### src/rtl/core/lgs_pkg.sv
// shared constants, op codes and types for the life grid generation step unit
// no dependencies; imported by every module of the block
package lgs_pkg;

  localparam int GRID_COLS = 64;
  localparam int GRID_ROWS = 64;

  localparam int ROW_AW = $clog2(GRID_ROWS);
  localparam int COL_AW = $clog2(GRID_COLS);
  // sweep counter runs 0 .. GRID_ROWS + 1
  localparam int CNT_W  = $clog2(GRID_ROWS + 2);

  localparam int BIRTH_CNT   = 3;
  localparam int SURVIVE_CNT = 2;

  typedef logic [1:0] op_t;

  localparam op_t OP_TOGGLE = 2'd0;
  localparam op_t OP_STEP   = 2'd1;
  localparam op_t OP_READ   = 2'd2;

  typedef logic [GRID_COLS-1:0] row_t;

  typedef struct packed {
    logic              re;
    logic [ROW_AW-1:0] raddr;
    logic              we;
    logic [ROW_AW-1:0] waddr;
    row_t              wdata;
  } mem_req_t;

endpackage

### src/rtl/core/lgs_grid_mem.sv
// grid row storage: one write and one registered read per cycle
// per-row valid bits make never-written rows read as all dead; uses lgs_pkg
module lgs_grid_mem (
  input  logic              clk_i,
  input  logic              rst_ni,
  input  lgs_pkg::mem_req_t req_i,
  output lgs_pkg::row_t     rdata_o
);
  import lgs_pkg::*;

  row_t                 mem [GRID_ROWS];
  logic [GRID_ROWS-1:0] vld_q;
  row_t                 rdata_q;
  logic                 rvld_q;

  always_ff @(posedge clk_i) begin
    if (req_i.we) begin
      mem[req_i.waddr] <= req_i.wdata;
    end
    if (req_i.re) begin
      rdata_q <= mem[req_i.raddr];
    end
  end

  always_ff @(posedge clk_i or negedge rst_ni) begin
    if (!rst_ni) begin
      vld_q  <= '0;
      rvld_q <= 1'b0;
    end else begin
      if (req_i.we) begin
        vld_q[req_i.waddr] <= 1'b1;
      end
      if (req_i.re) begin
        rvld_q <= vld_q[req_i.raddr];
      end
    end
  end

  assign rdata_o = rvld_q ? rdata_q : '0;

endmodule

### config.mk
export PLATFORM = sky130hd
export DESIGN_NAME = lgs_grid_mem
export DESIGN_NICKNAME = d
export VERILOG_FILES = /design/src/rtl/core/lgs_pkg.sv /design/src/rtl/core/lgs_grid_mem.sv
export SDC_FILE = /design/constraint.sdc
export NUM_CORES = 2
export LEC_CHECK = 0
export ABC_AREA = 1
export ABC_CLOCK_PERIOD_IN_PS = 3700
export BUFFER_PORTS_ARGS = -buffer_cell sky130_fd_sc_hd__buf_2
export CAP_MARGIN = 20
export CORE_ASPECT_RATIO = 0.9
export CORE_MARGIN = 2
export CORE_UTILIZATION = 30
export DETAILED_ROUTE_END_ITERATION = 7
export MAX_ROUTING_LAYER = met4
export PLACE_DENSITY = 0.43
export SYNTH_ARGS = -nofsm -noshare
export SYNTH_HDL_FRONTEND = slang
export SYNTH_SLANG_ARGS = --single-unit
### constraint.sdc
create_clock -name clk_i -period 3.7 [get_ports clk_i]
set_clock_uncertainty 0.05 [all_clocks]
set_input_delay 1.11 -clock clk_i [delete_from_list [all_inputs] [get_ports clk_i]]
set_output_delay 1.11 -clock clk_i [all_outputs]
set_load 0.05 [all_outputs]
==> impl_metrics.py <==
metrics = {
    "synthesis": {
        "syn-cell-area_um2": 168000,
        "async_reset_ff_share_pct": 1.538,
        "ys_warn_count": 0,
        "synth_edf_count": 4160,
        "yosysSeqAreaShare_pct": 75.32,
        "synth_seq_cells": 4225,
        "yosysUniqueCellTypes": 21,
        "synthCells": 13560,
        "synth_flop_cell": "edfxtp_1",
        "synth.avg_cell_area_um2": 12.39,
        "synth_fp_nets": 13640,
    },
    "finish": {
        "stdcell_area_um2": 198100,
        "final_cells": 21840,
        "final_common_cell": "edfxtp_1",
        "syn_to_final_growth_pct": 17.92,
        "final_cell_mix": "edfxtp_1, nand2_1, nand3_1",
        "nets": 14040,
        "drive_gt1_share_pct": 11.11,
    },
    "grt": {
        "grt_max_degree": 131,
        "grt_overflow": 0,
        "grt_pass1_vias": 105800,
        "grt_pass1_wl_um": 869600,
        "grt_usage_pct": 22.07,
        "antenna_found_initial": 56,
    },
    "pwr": {
        "vdd_drop_max_uv": 434.8,
        "cellLeakagePower_nw": 68.64,
        "power_mw": 104.6,
        "powerDensity_nw_per_um2": 528.2,
    },
    "critical_path": {
        "slowest_delay_ns": 0.55,
        "path_class": "reg2out",
        "cp_max_fo": 7,
        "worstPathArrival_ns": 2.49,
        "critPathCaptureType": "output port",
        "cp_num_buf_inv": 3,
        "crit_chain": "buf_12 -> nand2_1 -> inv_1 -> buf_2",
        "cp.required_ns": 2.54,
        "crit_family": "buffers and inverters",
        "cp-start-kind": "register",
        "cp_slowest_cell": "dfrtp_4",
    },
    "floorplanning": {
        "dieArea_um2": 566000,
        "die_w_um": 792.8,
        "die_h_um": 713.9,
        "placement_rows": 260,
        "coreArea_um2": 557600,
        "start_util_pct": 30.13,
        "ios": 144,
    },
    "detailed_routing": {
        "wl_met2_um": 286100,
        "drt_wl_total_um": 623300,
        "route.met3.wl_um": 34490,
        "maxUsedRoutingLayer": "met4",
        "drtIter0Drc": 11810,
        "drc": 0,
        "via_per_inst": 5.073,
        "vias": 110800,
        "wire_per_inst_um": 28.54,
        "first_pass_iters": 5,
        "met1_length_um": 288900,
        "final_antenna_net_count": 0,
    },
    "status": {
        "outcome": "finished clean",
    },
    "sta": {
        "final-hold-violation-count": 0,
        "fmax_mhz": 273.7,
        "finalSetupViolCount": 0,
        "tightest_slew_ns": 1.124,
        "relSlewSlack_pct": 25.05,
        "final_max_slew_viol_count": 0,
        "post-route-period-util_pct": 98.75,
        "rsz0062_at_grt": "false",
        "period_needed_ns": 3.654,
    },
    "cts": {
        "cts_hold_buffers": 0,
        "cts_tree": "done",
        "htreeDepth": 5,
        "path_clk_slew_ns": 0.07,
        "clk_latency_ns": 1.03,
        "cts.sink_count": 4225,
        "cts_buffer_depth": 4,
        "cts_root_buf": "clkbuf_16",
        "cts_buffers": 454,
    },
    "placed_design": {
        "gp_congestion": 0.7779,
        "dp.final_hpwl_um": 344500,
        "postPlaceCellArea_um2": 183700,
        "dp.cells": 20960,
        "io_buffer_count": 143,
    },
    "worst_hold_path": {
        "holdCritPathClass": "in2async",
    },
    "run": {
        "cap_violations": 0,
    },
}
area by class of cell:
type                       count  area (µm²)
fill                       54680      359500
sequential                  4225      126600
multi-input combinational   8214       36940
clock buffer                 561       11870
timing repair buffer         855       10250
tap                         7467        9343
clock inverter               267        2210
inverter                     205       840.8
antenna                       42       105.1
state kept, by name, indices dropped and copies added (netlist names):
name / cells
rvld_q: 1
rdata_q: 64
mem: 4096
vld_q: 64
report_power, final:
group          switching (mW)  total [mW]  internal [mW]
Sequential              0.297        53.4           53.1
Combinational            5.00        6.95           1.96
Clock                    19.7        44.3           24.6
path summary, 6_finish.rpt:
check | startpoint | end | slack, ns | cells after the start
worst max-delay path | rvld_q | rdata_o[27] | 0.05 | 4
worst min-delay path | rst_ni | vld_q[58] | 0.12 | 1
worst max register to register | mem[41][48] | rdata_q[48] | 1.88 | 8
worst min register to register | vld_q[54] | vld_q[54] | 0.42 | 1
max in group asynchronous | rst_ni | vld_q[32] | 2.79 | 2
min in group clk_i | req_i[2] | mem[51][2] | 0.23 | 1
logic make-up (layout without fill, tap and decap cells):
family	after synthesis	in the layout	share of synthesized area, %
AOI/OAI and AO/OA	1024	1024	3.241
buffers and inverters	1123	1888	3.009
DFF	4225	4225	75.32
other	0	42	0
and+or+nand+nor	7190	7190	18.43
routing by layer:
| layer | up-vias | GRT usage (%) |
|---|---|---|
| li1 | 49600 | - |
| met1 | 57050 | 31.72 |
| met2 | 3357 | 33.88 |
| met3 | 763 | 2.516 |
| met4 | 0 | 4.580 |
| met5 | - | - |
worst register-to-register path, stage by stage, from the launching register on:
cell,delay [ns]
edfxtp_1,0.37
o21ai_0,0.26
o22ai_1,0.11
nand2_1,0.07
nand3_1,0.23
nand3_1,0.26
nand2_1,0.08
nand2_1,0.07
nand2_1,0.07
Yosys cell counts (65+ instances only):
cell type  count  area [µm²]
edfxtp_1    4160      124900
nand2_1     3527       13240
nand3_1     3014       15080
o21ai_0      640        3203
nor2_1       568        2132
clkbuf_1     353        1325
buf_2        322        1612
o22ai_1      256        1602
inv_1        199       747.0
buf_1        139       521.8
a21oi_1      128       640.6
buf_4         93       698.2
dfrtp_1       65        1627
per-stage QoR:
step                      hold WS, ns  TNS [ns]  utilization (%)  setup slack [ns]
after global routing           0.1159         0            35.53          0.006711
after global placement         0.4009         0            32.94            0.1721
after CTS                     0.04788         0            35.48           0.01461
after floorplan                0.3872   -469.09                -           -0.9035
after detailed placement       0.4017         0            32.95            0.1633
final                          0.1152         0            35.53           0.04634
what timing repair did:
item                       in CTS  in global routing
setup endpoints to repair      58                  0
setup buffers                   2                  0
gates resized for setup         3                  0
Note: power is estimated with default switching activity, not from simulation.
