===== src/rtl/core/lgs_pkg.sv =====
// shared constants, op codes and types for the life grid generation step unit
// no dependencies; imported by every module of the block
package lgs_pkg;

  localparam int GRID_COLS = 64;
  localparam int GRID_ROWS = 64;

  localparam int ROW_AW = $clog2(GRID_ROWS);
  localparam int COL_AW = $clog2(GRID_COLS);
  // sweep counter runs 0 .. GRID_ROWS + 1
  localparam int CNT_W  = $clog2(GRID_ROWS + 2);

  localparam int BIRTH_CNT   = 3;
  localparam int SURVIVE_CNT = 2;

  typedef logic [1:0] op_t;

  localparam op_t OP_TOGGLE = 2'd0;
  localparam op_t OP_STEP   = 2'd1;
  localparam op_t OP_READ   = 2'd2;

  typedef logic [GRID_COLS-1:0] row_t;

  typedef struct packed {
    logic              re;
    logic [ROW_AW-1:0] raddr;
    logic              we;
    logic [ROW_AW-1:0] waddr;
    row_t              wdata;
  } mem_req_t;

endpackage


===== src/rtl/core/lgs_row_unit.sv =====
// next-generation rule for one grid row from the old rows above, at and below
// purely combinational, reused once per swept row; uses lgs_pkg
module lgs_row_unit (
  input  lgs_pkg::row_t above_i,
  input  lgs_pkg::row_t center_i,
  input  lgs_pkg::row_t below_i,
  output lgs_pkg::row_t next_o
);
  import lgs_pkg::*;

  // one dead cell of padding at each edge
  logic [GRID_COLS+1:0] pa, pc, pb;
  logic [3:0]           nbr [GRID_COLS];

  assign pa = {1'b0, above_i, 1'b0};
  assign pc = {1'b0, center_i, 1'b0};
  assign pb = {1'b0, below_i, 1'b0};

  always_comb begin
    for (int c = 0; c < GRID_COLS; c++) begin
      nbr[c] = 4'(pa[c]) + 4'(pa[c+1]) + 4'(pa[c+2])
             + 4'(pc[c]) + 4'(pc[c+2])
             + 4'(pb[c]) + 4'(pb[c+1]) + 4'(pb[c+2]);
      next_o[c] = (nbr[c] == 4'(BIRTH_CNT))
               || ((nbr[c] == 4'(SURVIVE_CNT)) && center_i[c]);
    end
  end

endmodule


===== config.mk =====
export PLATFORM = sky130hd
export DESIGN_NAME = lgs_row_unit
export DESIGN_NICKNAME = d
export VERILOG_FILES = /design/src/rtl/core/lgs_pkg.sv /design/src/rtl/core/lgs_row_unit.sv
export SDC_FILE = /design/constraint.sdc
export NUM_CORES = 1
export LEC_CHECK = 0
export BUFFER_PORTS_ARGS = -buffer_cell sky130_fd_sc_hd__buf_2
export CORE_MARGIN = 5
export CORE_UTILIZATION = 50
export DETAILED_ROUTE_END_ITERATION = 16
export PLACE_DENSITY = 0.75
export SKIP_LAST_GASP = 1
export SLEW_MARGIN = 5
export SYNTH_ARGS = -nofsm -noshare
export SYNTH_HDL_FRONTEND = slang
export SYNTH_SLANG_ARGS = --single-unit

===== constraint.sdc =====
create_clock -name vclk -period 5.1
set_input_delay 0.255 -clock vclk [all_inputs]
set_output_delay 0.255 -clock vclk [all_outputs]
set_load 0.005 [all_outputs]

==> reports/metrics.sh, run 1 <==
HOLDBUFCOUNTCTS=0
OVERFLOW=0
POWER.SHARE.SWITCHING_PCT=54.1
POSTLAYOUTCELLAREA_UM2=12300
DRT.ANTENNA.VIOLATING_NETS=0
NFILLCELLS=1883
YOSYS.CELL_TYPES.COUNT=14
ROUTE.VIAS.TOTAL=8209
FIN_TNS_SETUP_NS=0
SYN_AREA_UM2=10700
PLACE_HPWL_MM=21.7
SYNTH_TOP_AREA_SHARE_PCT=47.1
WORST-ENDPOINT-ARRIVAL_NS=3.17
FLOW.AREA_GROWTH_FROM_SYNTHESIS_PCT=15.3
PERIOD_SHARE_PCT=67.1
DIE_H_UM=156
PLACE_INST=1728
POWER_LEAKAGE_nW=7.23
PATH_MAX_FANOUT=2
DR.FIRST_ITER.DRC_COUNT=272
POWER_PER_CELL_AREA_nW_PER_UM2=190
WORSTHOLDSTART='center_i[1]'
DRC=0
SYNTHESIS.NETS=1829
MAXIMUM_NUMBER_OF_PINS_ON_ONE_NET_BEFORE_GLOBAL_ROUTE_REPAIR=4
GRT_ANTENNA_BEFORE_REPAIR=9
CLOCK_POWER_SHARE_PCT=0
OUTCOME='finished, final reports clean'
SYNTH.TOP_CELLS.BY_AREA='fa_1, ha_1, inv_1, a21oi_1, nand3_1'
TIMING_MAX_TRANSITION_VIOLATIONS_FINAL=0
COMBINATIONALPOWERSHARE_PCT=100.0
DRIVE_GT1_SHARE_PCT=17.6
SYNTHESIS.YOSYS.WARNINGS=0
FINALNONFILLERCELLS=1732
FP.DIEAREA_UM2=24400
WORSTSETUPSTARTPOINTTYPE='input port'
CLOCK_BUFFER_COUNT=0
FINAL.SETUP.WORST_SLACK_NS=1.68
CRITPATHREQUIREDTIME_NS=4.85
RELSLEWSLACK_PCT=84.0
ROUTED_WL_MM=22.1
HOLDCRITPATHCLASS='in -> out'
BUFFER_PORTS.INSERTED=256
POSTCTSRESIZEDCELLS=0
CRITPATHCAPTURETYPE='output port'
FINALSETUPVIOLATIONS=0
RSZ0062_AT_GRT='false'
GLOBAL_ROUTE_WIRE_LENGTH_BEFORE_REPAIR_MM=38.4
SYNTH_TOP_AREA_CELL='fa_1'
LAYOUT.SEQUENTIAL_CELLS=0
MIN_PERIOD_NS=3.42
WORST-SETUP-PATH-TYPE='in -> out'
MIN_DELAY_PATH_DEPTH=4
INITIAL_CORE_UTIL_PCT=50.8
PLACEMENT.SETUP.WORST_SLACK_NS=1.72
FLOORPLAN.CORE_AREA_UM2=21100
SYNTH.MOST_COMMON_CELL='inv_1'
ROUTE.DETAILED.WL_PER_INST_UM=12.8
GRTUSAGETOTAL_PCT=18.4
GPL.FINAL_WEIGHTED_CONGESTION=0.884
SEQPWRFRAC_PCT=0
WORST_PIN_SLEW_NS=0.239
PLACEDINSTANCEAREA_UM2=12300
SYNTH-SEQ-AREA-SHARE_PCT=0
FINALHOLDVIOLCOUNT=0
CAP_VIOLATIONS=0
POST_CTS_REPAIR_TIMING_SETUP_BUFFER_COUNT=0
IR_WORST_VDD_mV=0.101
MIN_DELAY_WORST_ENDPOINT='next_o[1]'
ROUTED_VIA_DENSITY=4.74
IOS=256
DRTPASS1ITERATIONS=4
SYNTHTOPCELLSBYCOUNT='inv_1, fa_1, ha_1'
NETLIST_INSTANCES=1197
SYNTH_AREA_PER_CELL_UM2=8.95
FINAL-SEQ-AREA_UM2=0
DIE-WIDTH_UM=156
ACHIEVABLE-FREQUENCY_GHz=0.292
STD_CELL_ROWS=53
NNETSFINAL=2087
GRT_PASS1_VIAS=9017
POWER.SWITCHING_mW=1.27
POWER_REPORT.INTERNAL_TOTAL_mW=1.08
==> metal layers <==
metal	up-vias	track usage, %	wire length [um]
met5	-	0	79
met4	12	2.19	324
met3	36	4.42	1860
met2	207	33.9	10900
met1	3842	22.6	8980
li1	4112	-	-
==> cell usage in the layout, fill, tap and decap left out, drive strengths merged <==
cell type / synthesis / layout
a21oi: 122 / 122
a31oi: 1 / 1
buf: 0 / 256
diode: 0 / 4
fa: 252 / 252
ha: 188 / 188
inv: 442 / 442
nand2: 1 / 1
nand3: 61 / 61
nor2: 4 / 4
nor2b: 1 / 1
nor3: 1 / 1
nor3b: 2 / 2
o21ai: 61 / 61
or2: 61 / 61
==> area by class of cell <==
| cell class | instances | area, um^2 | area share (%) |
|---|---|---|---|
| Timing Repair Buffer | 256 | 1280 | 10.4 |
| Tap cell | 275 | 344 | 2.79 |
| Multi-Input combinational cell | 755 | 9050 | 73.3 |
| Inverter | 442 | 1660 | 13.4 |
| Antenna cell | 4 | 10.0 | 0.0811 |
==> logic make-up after synthesis <==
group                    synth area share (%)
AND/OR/NAND/NOR                          6.83
adder cells (fa/ha/maj)                  69.1
AO/OA/AOI/OAI                            8.61
buffers and inverters                    15.5
==> worst max-delay path, cell delays in order <==
cell and delay, ns:
buf_2 0.09, inv_1 0.08, fa_1 0.56, fa_1 0.44, fa_1 0.50, inv_1 0.04, ha_1 0.20, fa_1 0.38
or2_0 0.22, a21oi_1 0.23, buf_2 0.16
==> through the flow <==
step | total power, mW | utilization (%) | hold WS (ns)
floorplan | 1.65 | - | 0.634
global placement | 2.26 | 58.5 | 0.874
detailed placement | 2.37 | 58.5 | 0.870
CTS | 2.40 | 58.5 | 0.871
global route | 2.81 | 58.5 | 0.892
finish | 2.35 | 58.5 | 0.868
==> worst max path at each step <==
stage                start          to  cells after the start
2_1_floorplan  above_i[30]  next_o[31]                      9
3_3_place_gp   above_i[49]  next_o[49]                     11
5_1_grt        above_i[49]  next_o[49]                     11
6_report       above_i[50]  next_o[51]                     11
3_5_place_dp   above_i[49]  next_o[49]                     11
4_1_cts        above_i[49]  next_o[49]                     11
==> power by group through the flow <==
stage               logic (mW)  clock network, mW  registers, mW
finish                    2.35        0.000000105              0
CTS                       2.40                  0              0
detailed placement        2.37                  0              0
global placement          2.26                  0              0
global route              2.81       0.0000000524              0
floorplan                 1.65                  0              0
(Power assumes the default switching activity.)
==> run 2: changes to the inputs <==
Clock period 5.1 ns to 3.5 ns, I/O delays scaled along.
==> run 2 against run 1 <==
Critical path depth did not move. Sequential cell count did not move. Count of clock-buffer cells in the layout did not move. Routed wire length fell by 0.33%. Global-route usage rose by 0.19 points. Worst hold slack got worse by 0.16 ns. Sequential share of layout area did not move. Largest cell class unchanged. Die area did not move. Via count rose by 0.11%. Combinational power rose by 46%. Final area barely moved.
==> reports/metrics.sh, run 2 (synthesis gave the netlist of run 1 again) <==
CLOCK_BUFFER_COUNT=0
DR.FIRST_ITER.DRC_COUNT=256
MIN_PERIOD_NS=3.26
WORST-SETUP-PATH-TYPE='in -> out'
FP.DIEAREA_UM2=24400
GPL.FINAL_WEIGHTED_CONGESTION=0.884
DIE_H_UM=156
DIE-WIDTH_UM=156
CRITICAL_PATH.CELL_CHAIN='buf_2, inv_1, fa_1, fa_1, fa_1, inv_1, ha_1, fa_1, or2_1, a21oi_1, buf_2'
IOS=256
OVERFLOW=0
WORSTSETUPSTARTPOINTTYPE='input port'
DRTPASS1ITERATIONS=5
GRTUSAGETOTAL_PCT=18.6
PATH_MAX_FANOUT=2
CAP_VIOLATIONS=0
POSTLAYOUTCOREUTIL_PCT=58.5
LAYOUT.SEQUENTIAL_CELLS=0
ROUTED_VIA_DENSITY=4.75
POSTCTSRESIZEDCELLS=0
GRT_USE_MET2_PCT=33.7
GRTUSAGEMET1_PCT=23.6
GLOBAL_ROUTE.USAGE.MET3_PCT=4.09
DRC=0
INITIAL_CORE_UTIL_PCT=50.8
ACHIEVABLE-FREQUENCY_GHz=0.307
TIMING.CRITICAL_PATH.MAX_DELAY_FAMILY='adder cells'
SLOWEST_STAGE='fa_1'
FINALSETUPVIOLATIONS=0
RELSLEWSLACK_PCT=83.4
DRIVE_GT1_SHARE_PCT=17.6
CRITPATHCAPTURETYPE='output port'
PERIOD_SHARE_PCT=93.2
ROUTE.DETAILED.WL_PER_INST_UM=12.7
POWER_LEAKAGE_nW=7.23
TIMING_MAX_TRANSITION_VIOLATIONS_FINAL=0
DRT.ANTENNA.VIOLATING_NETS=0
FINALHOLDVIOLCOUNT=0
MOSTFREQUENTLAYOUTCELL='inv_1'
HOLDBUFCOUNTCTS=0
MAXIMUM_NUMBER_OF_PINS_ON_ONE_NET_BEFORE_GLOBAL_ROUTE_REPAIR=4
POST_CTS_REPAIR_TIMING_SETUP_BUFFER_COUNT=0
POSTLAYOUTCELLAREA_UM2=12300
PLACE_HPWL_MM=21.6
WORST-ENDPOINT-ARRIVAL_NS=3.09
FINAL-SEQ-AREA_UM2=0
CP.BUFFERS_INVERTERS=4
GLOBAL_ROUTE.PEAK_USAGE_LAYER='met2'
FIN_TNS_SETUP_NS=0
WORST_PATH_LARGEST_CELL_DELAY_NS=0.56
STD_CELL_ROWS=53
WORST_PATH_MOST_REPEATED_CELL='fa_1'
POWER_PER_CELL_AREA_nW_PER_UM2=277
ROUTED_WL_MM=22.0
HOLDCRITPATHCLASS='in -> out'
LAYOUT_COMMON_CELLS='inv_1, buf_2, fa_1'
IR_WORST_VDD_mV=0.151
NNETSFINAL=2087
NFILLCELLS=1888
RSZ0062_AT_GRT='false'
GRT_ANTENNA_BEFORE_REPAIR=7
ROUTE.VIAS.TOTAL=8218
OUTCOME='finished, final reports clean'
CRITPATHREQUIREDTIME_NS=3.32
WORST_PIN_SLEW_NS=0.248
FLOORPLAN.CORE_AREA_UM2=21100
PLACEDINSTANCEAREA_UM2=12300
GRT_PASS1_VIAS=9193
FINALNONFILLERCELLS=1731
PLACE_INST=1728
GLOBAL_ROUTE_WIRE_LENGTH_BEFORE_REPAIR_MM=39.1
FLOW.AREA_GROWTH_FROM_SYNTHESIS_PCT=15.2
BUFFER_PORTS.INSERTED=256
==> run 2: cell count changes in the layout (fill, tap and decap cells not counted) <==
cell,change
diode_2,-1
==> run 2: power by group <==
part	leakage [nW]	total [mW]	internal, mW	switching (mW)
clock network	0.0000190	0.000000115	0.000000115	0
registers	0	0	0	0
logic	7.23	3.42	1.57	1.85
==> run 2: path summary, 6_finish.rpt <==
check,from,endpoint,slack [ns],cells after the start
setup / recovery,above_i[53],next_o[54],0.24,11
hold / removal,center_i[1],next_o[1],0.70,4
==> run 2: cell type report <==
class | instances | area (um^2) | area share, %
antenna | 3 | 7.51 | 0.0608
multi-input combinational | 755 | 9050 | 73.3
tap | 275 | 344 | 2.79
inverter | 442 | 1660 | 13.4
timing repair buffer | 256 | 1280 | 10.4
==> run 2: stage by stage <==
stage                     total power [mW]  hold slack [ns]  worst slack (ns)
final                                 3.42            0.704             0.237
after global routing                  4.11            0.753             0.144
after CTS                             3.49            0.708             0.213
after detailed placement              3.45            0.707             0.232
after global placement                3.29            0.714             0.306
after floorplan                       2.40            0.474             0.674
==> run 2: routing by layer <==
metal	vias to the layer above	wire length, um
met5	-	65
met4	10	269
met3	28	1870
met2	219	10800
met1	3847	9020
li1	4114	-
